### config.mk
export PLATFORM = sky130hd
export DESIGN_NAME = ecmt_alu
export DESIGN_NICKNAME = d
export VERILOG_FILES = /design/src/rtl/core/ecmt_pkg.sv /design/src/rtl/core/ecmt_alu.sv
export SDC_FILE = /design/constraint.sdc
export NUM_CORES = 1
export LEC_CHECK = 0
export BUFFER_PORTS_ARGS = -buffer_cell sky130_fd_sc_hd__buf_2
export CAP_MARGIN = 5
export CORE_MARGIN = 3
export CORE_UTILIZATION = 53
export DETAILED_ROUTE_END_ITERATION = 7
export PLACE_DENSITY = 0.95
export SYNTH_ARGS = -nofsm -noshare
export SYNTH_HDL_FRONTEND = slang
export SYNTH_SLANG_ARGS = --single-unit
### constraint.sdc
create_clock -name vclk -period 8.7
set_clock_uncertainty 0.05 [all_clocks]
set_input_delay 0 -clock vclk [all_inputs]
set_output_delay 0 -clock vclk [all_outputs]
set_load 0.1 [all_outputs]
### src/rtl/core/ecmt_pkg.sv
package ecmt_pkg;

    localparam int UNIT_COUNT = 4096;
    localparam int COUNT_BITS = 32;
    localparam int INDEX_BITS = 12;
    localparam int FUNC_BITS  = 2;
    localparam int OUT_BITS   = 32;
    localparam int ADDR_BITS  = (UNIT_COUNT > 1) ? $clog2(UNIT_COUNT) : 1;

    localparam logic [COUNT_BITS-1:0] COUNT_MAX = {COUNT_BITS{1'b1}};

    localparam logic [FUNC_BITS-1:0] FUNC_ERASE = 2'd0;
    localparam logic [FUNC_BITS-1:0] FUNC_LOAD  = 2'd1;
    localparam logic [FUNC_BITS-1:0] FUNC_READ  = 2'd2;

    typedef enum logic {
        ALU_INC,
        ALU_LE
    } t_alu_op;

    typedef struct packed {
        t_alu_op               op;
        logic [COUNT_BITS-1:0] a;
        logic [COUNT_BITS-1:0] b;
    } t_alu_req;

    typedef struct packed {
        logic [COUNT_BITS-1:0] sum;
        logic                  le;
    } t_alu_rsp;

endpackage

### src/rtl/core/ecmt_alu.sv
module ecmt_alu (
    input  ecmt_pkg::t_alu_req i_req,
    output ecmt_pkg::t_alu_rsp o_rsp
);

    logic [ecmt_pkg::COUNT_BITS-1:0] x;
    logic [ecmt_pkg::COUNT_BITS-1:0] y;
    logic                            cin;
    logic [ecmt_pkg::COUNT_BITS:0]   s;

    // increment: a + 1, compare: b + ~a + 1 carries out when a <= b
    always_comb begin
        if (i_req.op == ecmt_pkg::ALU_INC) begin
            x   = i_req.a;
            y   = ecmt_pkg::COUNT_BITS'(1);
            cin = 1'b0;
        end else begin
            x   = i_req.b;
            y   = ~i_req.a;
            cin = 1'b1;
        end
        s = {1'b0, x} + {1'b0, y} + (ecmt_pkg::COUNT_BITS + 1)'(cin);
    end

    assign o_rsp.sum = s[ecmt_pkg::COUNT_BITS-1:0];
    assign o_rsp.le  = s[ecmt_pkg::COUNT_BITS];

endmodule
==> results of run 1 <==
[cell families after synthesis]
family,after synthesis
buffers and inverters,20
AOI/OAI and AO/OA,83
xor gates and xnor gates,30
muxes,32
and+or+nand+nor,91
adders and majority gates,33
[metal layers]
layer	global-route usage (%)	vias up
met3	0.810	4
met2	42.3	83
met1	26.2	1111
met5	0	-
met4	2.98	0
li1	-	1241
[stage by stage]
stage | power [mW] | utilization (%) | hold slack [ns] | setup slack [ns]
6_report | 0.493 | 70.0 | 0.652 | 4.66
5_1_grt | 0.517 | 70.0 | 0.692 | 4.30
4_1_cts | 0.493 | 70.0 | 0.651 | 4.64
3_5_place_dp | 0.491 | 70.0 | 0.651 | 4.64
3_3_place_gp | 0.487 | 70.0 | 0.650 | 4.75
2_1_floorplan | 0.417 | - | 0.589 | 4.62
[cell type report]
type               count  area (sq um)  area share [%]
well taps             48          60.1            2.31
multi-input cells    269          2000            76.8
inverters             12          45.0            1.73
repair buffers        99           498            19.1
[layout by cell type (no fill, tap or decap), types with 2 or more instances in the layout]
cell,n
a211oi_2,2
a21o_1,11
a21oi_1,29
a221o_1,2
a221o_2,2
a31oi_1,5
and2_1,4
and3_1,2
buf_2,98
fa_1,2
ha_1,31
inv_1,12
mux2_2,31
nand2_1,24
nand3_1,4
nor2_1,49
nor2b_1,2
nor3_1,2
nor4_1,2
o211ai_1,3
o21a_1,2
o21ai_0,9
o21ai_1,3
o21bai_1,4
xnor2_1,18
xor2_1,12
[worst paths after layout]
check / startpoint / end / slack, ns / cells after the start
max: i_req[64] / o_rsp[32] / 4.66 / 14
min: i_req[32] / o_rsp[1] / 0.65 / 5
[power by group through the flow]
| stage | Combinational, mW | Clock, mW | Sequential [mW] |
|---|---|---|---|
| after detailed placement | 0.491 | 0 | 0 |
| after global routing | 0.517 | 0 | 0 |
| after global placement | 0.487 | 0 | 0 |
| after CTS | 0.493 | 0 | 0 |
| final | 0.493 | 0 | 0 |
| after floorplan | 0.417 | 0 | 0 |
==> results.ini, run 1 <==
[worst_setup_path]
critPathMaxFanout=34
crit_family=buffers and inverters
crit_type=in -> out
path_common_cell=buf_2
cp.required_ns=8.65
worst-path-buf-inv=4
max_stage_delay_ns=0.54
critPathArrivalTime_ns=3.99
critPathCaptureType=primary output
startpoint_type=primary input
path_cells=buf_2 > inv_1 > buf_4 > nor2_1 > ha_1 > nor2b_1 > o2111ai_2 > nand3_2 > a211oi_2 > o21ai_2 > a221o_2 > a31oi_1 > xnor2_1 > buf_2
cp_slowest_cell=buf_2

[power]
ir_drop_mv=0.123
pwr-share-seq_pct=0
p_clk_share_pct=0
p_leak_nw=1.36
cellPowerDensity_nw_per_um2=190
p_int_mw=0.106
power_switching_mw=0.387
pwr-share-comb_pct=100.0
p_sw_share_pct=78.4

[placement]
dp.cells=428
place_hpwl_mm=4.69
gp_congestion=0.920
port_buffers=98
placed_area_sq_um=2600

[cells_and_area]
area_growth_pct=25.5
design_area_sq_um=2600
clockBufferCount=0
drive_above_1_share_pct=37.4
register_area_sq_um=0
seq_cell_count=0
final_nets=480
num_antenna_cells=0
instances_no_fill=428
fillers=321

[die]
fp.dieW_um=68.6
dieArea_sq_um=4700
io_pins=98
rows=22
coreArea_sq_um=3720
dieHeight_um=68.6
start_util_pct=55.8

[routing]
wl_per_cell_um=12.8
met3_length_um=384
remaining_drc_errors=0
drtIter0Drc=67
num_vias=2439
first_pass_iters=4
vias_per_cell=5.70
m1WireLength_mm=2.37
ant_nets=0
route.met2.wl_mm=2.67
wirelength_mm=5.47
routed.top_layer=met4

[sta]
final_hold_viol_count=0
fin_setup_tns_ns=0
period_needed_ns=4.04
fin_crit_sh_pct=46.4
tightest_slew_ns=0.700
relSlewSlack_pct=53.3
drv_slew=0
final-setup-viol-count=0
rsz0062_at_grt=no
max_freq_ghz=0.247

[logic_synthesis]
synth-simple-area-share_pct=18.5
synthDistinctLibCells=40
muxShareOfSynthArea_pct=17.3
ys_warn_count=0
avgSynthCellArea_sq_um=7.18
synth_top_family_by_area=compound AO/OA/AOI/OAI gates
synth_commonest_cells=nor2_1, ha_1, mux2_2
synth_compound_area_share_pct=27.3
synth_area_leaders=ha_1, mux2_2, nor2_1
yosysTopAreaCellShare_pct=18.7
synthXorXnorAreaFrac_pct=12.7
yosys.area_share.adder_pct=20.6
synth-seq-area-share_pct=0
yosysMostFrequentCell=nor2_1
synth_cells=289
syn_nets=387
synth_area_sq_um=2070
synth_largest_area_cell=ha_1

[grt]
grt_max_degree=35
antenna_found_initial=0
grt_overflow=0
track_usage_pct=21.6
grt_pass1_wl_mm=8.35
grt_pass1_vias=2148

[status]
status=completed

[clock_tree]
cts_hold_buf=0
cts_resized=0
post_cts_buffers=0

[min_path]
hold_class=in -> out

[flow_run]
cap_violations=0

Note: power is estimated with default switching activity, not from simulation.
==> run 2: changes to the inputs <==
CORE_UTILIZATION = 45   (was 53)
PLACE_DENSITY = 0.86   (was 0.95)
clock period = 3.37 ns   (was 8.7 ns; I/O delays follow)
==> run 2 against run 1 <==
Against the previous run:
- via count is 4.3% higher
- design area up 26%
- die area increased by 16%
- global-route usage is 2.0 points higher
- worst hold slack got worse by 0.051 ns
- routed wire length grew 18%
- critical path type unchanged
- largest cell class unchanged
==> results.ini, run 2 (synthesis results as in run 1) <==
[routing]
ant_nets=0  ; unchanged
wl_per_cell_um=14.7  ; +15%
vias_per_cell=5.79  ; +1.7%
wirelength_mm=6.47  ; +18%
remaining_drc_errors=0  ; unchanged
num_vias=2544  ; +4.3%
drtIter0Drc=101  ; +51%
first_pass_iters=4  ; unchanged

[sta]
drv_slew=0  ; unchanged
final_hold_viol_count=0  ; unchanged
final-setup-viol-count=0  ; unchanged
max_freq_ghz=0.318
tightest_slew_ns=0.541  ; -0.160 ns
fin_crit_sh_pct=93.2
rsz0062_at_grt=no
fin_setup_tns_ns=0  ; unchanged
relSlewSlack_pct=63.6  ; +10 points
period_needed_ns=3.14

[placement]
place_hpwl_mm=5.67  ; +21%
placed_area_sq_um=3280  ; +26%
gp_congestion=0.943  ; +2.5%
port_buffers=98  ; unchanged

[clock_tree]
post_cts_buffers=0  ; unchanged
cts_resized=0  ; unchanged
cts_hold_buf=0  ; unchanged

[worst_setup_path]
max_stage_delay_ns=0.37  ; -0.17 ns
startpoint_type=primary input
critPathMaxFanout=13  ; -62%
cp_slowest_cell=mux2_2
cp.required_ns=3.32  ; -5.33 ns
path_cells=buf_2 > buf_4 > mux2_2 > ha_1 > a21oi_2 > o21ai_1 > a211oi_2 > a22oi_2 > a41oi_1 > a31oi_1 > a221o_1 > a21o_1 > buf_12
critPathCaptureType=primary output
critPathArrivalTime_ns=3.09  ; -0.90 ns
crit_type=in -> out

[die]
fp.dieW_um=73.9  ; +7.8%
dieArea_sq_um=5460  ; +16%
rows=24  ; +9.1%
io_pins=98  ; unchanged
coreArea_sq_um=4410  ; +19%
start_util_pct=47.0  ; -8.8 points
dieHeight_um=73.9  ; +7.8%

[status]
status=completed

[cells_and_area]
seq_cell_count=0  ; unchanged
num_antenna_cells=0  ; unchanged
area_growth_pct=58.1
fin_util_pct=74.3  ; +4.3 points
final_nets=487  ; +1.5%
design_area_sq_um=3280  ; +26%
clockBufferCount=0  ; unchanged
register_area_sq_um=0  ; unchanged
layout_common_cells=buf_2, nor2_1, mux2_2, ha_1, a21oi_1
drive_above_1_share_pct=44.7  ; +7.3 points
fillers=323  ; +0.62%
layout_commonest_cell=buf_2

[power]
p_total_mw=1.66  ; +240%
cellPowerDensity_nw_per_um2=506  ; +170%
ir_drop_mv=0.377  ; +210%
p_leak_nw=1.66  ; +22%

[flow_run]
cap_violations=0  ; unchanged

[grt]
antenna_found_initial=0  ; unchanged
grt_pass1_vias=2564  ; +19%
track_usage_pct=23.7  ; +2.0 points
grt_pass1_wl_mm=10.7  ; +28%
grt_max_degree=17  ; -51%
grt_overflow=0  ; unchanged

[min_path]
hold_class=in -> out

## run 2: cell types whose count changed in the layout (fill, tap and decap cells not counted), sizes merged
cell,before,now
buf,99,106
## run 2: power by group
group	total [mW]	switching, mW	internal (mW)
Sequential	0	0	0
Clock	0	0	0
Combinational	1.66	1.09	0.571
## run 2: path summary, 6_finish.rpt
check | startpoint | end | slack, ns | cells after the start
min | i_req[31] | o_rsp[0] | 0.60 | 5
max | i_req[64] | o_rsp[0] | 0.23 | 13
## run 2: cell type report
class / instances / area, sq um / area share [%]
well taps: 52 / 65.1 / 1.98
multi-input cells: 269 / 2210 / 67.5
repair buffers: 106 / 956 / 29.1
inverters: 12 / 45.0 / 1.37
## run 2: per-stage QoR
step	worst slack, ns	std cells	hold WS, ns
2_1_floorplan	-0.219	289	0.564
3_3_place_gp	0.329	439	0.590
3_5_place_dp	0.243	439	0.606
4_1_cts	0.231	439	0.608
5_1_grt	0.0445	439	0.630
6_report	0.228	439	0.601
## run 2: worst max-delay path, delay by kind of cell
family	cells	cell delay (ns)
fa+ha+maj	1	0.37
mux	1	0.37
buf+inv	3	0.56
compound gates	8	1.80
## run 2: per-layer routing
| layer | up-vias | global-route usage [%] | share of wire [%] | routed length [um] |
|---|---|---|---|---|
| li1 | 1239 | - | - | - |
| met1 | 1182 | 27.8 | 40 | 2570 |
| met2 | 109 | 45.3 | 52 | 3340 |
| met3 | 14 | 1.37 | 6.5 | 419 |
| met4 | 0 | 6.64 | 2.1 | 138 |
| met5 | - | 0 | 0 | 0 |
==> run 3: changes to the inputs <==
CORE_UTILIZATION = 53   (was 45)
GPL_ROUTABILITY_DRIVEN = 0   (was default)
PLACE_DENSITY = 0.95   (was 0.86)
RECOVER_POWER = 100   (was default)
clock period = 3.8 ns   (was 3.37 ns; I/O delays follow)
==> run 3 against run 2 <==
Against the previous run:
- non-clock buffer count fell by 4
- via count up 4.2%
- clock-buffer cell count did not move
- combinational power fell by 21%
- routed wire length grew 6.8%
- die area decreased by 14%
- critical path depth is the same
- worst hold slack got worse by 0.0091 ns
- first-iteration DRC count grew 56%
- sequential share of layout area did not move
- design area fell by 11%
- critical path type unchanged
- largest power group unchanged
==> results.ini, run 3 (synthesis results as in run 1) <==
[cells_and_area]
drive_above_1_share_pct=36.3  ; -8.4 points
register_area_sq_um=0  ; unchanged
seq_cell_count=0  ; unchanged
area_growth_pct=40.3
num_antenna_cells=0  ; unchanged
instances_no_fill=431  ; -1.8%
layout_common_cells=buf_2, nor2_1, mux2_2, ha_1, a21oi_1
fillers=255  ; -21%
layout_commonest_cell=buf_2
clockBufferCount=0  ; unchanged
final_nets=483  ; -0.82%

[power]
p_leak_nw=1.48  ; -11%
pwr-share-comb_pct=100.0  ; about the same
p_int_mw=0.370  ; -35%
p_clk_share_pct=0  ; unchanged
p_sw_share_pct=71.7  ; +6.1 points
ir_drop_mv=0.320  ; -15%
p_total_mw=1.31  ; -21%
cellPowerDensity_nw_per_um2=450  ; -11%
power_switching_mw=0.940  ; -14%
pwr-share-seq_pct=0  ; unchanged

[sta]
period_needed_ns=3.60
fin_setup_tns_ns=0  ; unchanged
drv_slew=0  ; unchanged
fin_crit_sh_pct=94.7
final_hold_viol_count=0  ; unchanged
rsz0062_at_grt=no
tightest_slew_ns=1.18  ; +0.637 ns
max_freq_ghz=0.278
relSlewSlack_pct=21.8  ; -42 points
final-setup-viol-count=0  ; unchanged

[placement]
dp.cells=431  ; -1.8%
place_hpwl_mm=5.83  ; +2.8%
port_buffers=98  ; unchanged

[die]
dieHeight_um=68.6  ; -7.2%
rows=22  ; -8.3%
fp.dieW_um=68.6  ; -7.2%
io_pins=98  ; unchanged
coreArea_sq_um=3720  ; -16%
start_util_pct=55.8  ; +8.8 points
dieArea_sq_um=4700  ; -14%

[grt]
grt_max_degree=17  ; unchanged
grt_pass1_wl_mm=10.7  ; +0.45%
grt_overflow=0  ; unchanged
antenna_found_initial=0  ; unchanged
track_usage_pct=28.7  ; +5.1 points
grt_pass1_vias=2613  ; +1.9%

[min_path]
hold_class=in -> out
hold_path_depth=5  ; unchanged

[worst_setup_path]
critPathArrivalTime_ns=3.55  ; +0.46 ns
critPathCaptureType=primary output
cp_num_cells=13  ; unchanged
startpoint_type=primary input
max_stage_delay_ns=0.41  ; +0.04 ns
crit_type=in -> out
worst-path-buf-inv=3  ; unchanged
cp_slowest_cell=a211oi_1
path_cells=buf_2 > buf_4 > mux2_2 > ha_1 > a21oi_1 > o21ai_1 > a211oi_1 > a22oi_1 > a41oi_1 > a31oi_1 > a221o_1 > a21o_1 > buf_12
cp.required_ns=3.75  ; +0.43 ns
crit_family=compound AO/OA/AOI/OAI gates
critPathMaxFanout=16  ; +3

[clock_tree]
post_cts_buffers=0  ; unchanged
cts_resized=0  ; unchanged
cts_hold_buf=0  ; unchanged

[routing]
ant_nets=0  ; unchanged
first_pass_iters=5  ; +1
wl_per_cell_um=16.0  ; +8.8%
drtIter0Drc=158  ; +56%
remaining_drc_errors=0  ; unchanged
vias_per_cell=6.15  ; +6.1%
wirelength_mm=6.91  ; +6.8%
num_vias=2651  ; +4.2%

[flow_run]
cap_violations=0  ; unchanged

[status]
status=completed

[run 3: cell count changes in the layout (fill, tap and decap cells not counted), sizes merged]
| cell | delta |
|---|---|
| buf | -22 |
| clkbuf | +17 |
| dlymetal6s2s | +1 |
[run 3: routing by layer]
layer | track usage [%] | up-vias | wire, um
met1 | 31.1 | 1181 | 2520
met5 | 0 | - | 0
met2 | 54.0 | 187 | 3410
met4 | 15.9 | 0 | 351
li1 | - | 1238 | -
met3 | 2.59 | 45 | 624
[run 3: per-stage QoR]
step           setup slack, ns  cell area [sq um]  hold WS (ns)  utilization, %
6_report                 0.202               2910         0.592            78.4
5_1_grt                  0.162               2910         0.601            78.4
3_3_place_gp             0.699               2990         0.589            80.5
3_5_place_dp             0.537               2990         0.595            80.5
2_1_floorplan           0.0126               2160         0.586               -
4_1_cts                  0.532               2990         0.592            80.5
[run 3: power by group through the flow]
stage | sequential (mW) | clock, mW | combinational, mW
after floorplan | 0 | 0 | 0.980
after global placement | 0 | 0 | 1.32
after detailed placement | 0 | 0 | 1.35
after CTS | 0 | 0 | 1.35
after global routing | 0 | 0 | 1.36
final | 0 | 0 | 1.31
[run 3: final timing paths]
kind,startpoint,endpoint,slack (ns)
setup / recovery,i_req[64],o_rsp[0],0.20
hold / removal,i_req[63],o_rsp[0],0.59
[run 3: area by class of cell]
cell class,instances,area (sq um),share of cell area [%]
Tap cell,48,60.1,2.06
Inverter,12,45.0,1.55
Multi-Input combinational cell,269,2070,71.0
Timing Repair Buffer,102,739,25.4
[run 3: worst min-delay path, delay by kind of cell]
kind | cells | cell delay [ns]
AO/OA/AOI/OAI | 1 | 0.13
adder cells (fa/ha/maj) | 1 | 0.15
buffers and inverters | 2 | 0.28
AND/OR/NAND/NOR | 1 | 0.08
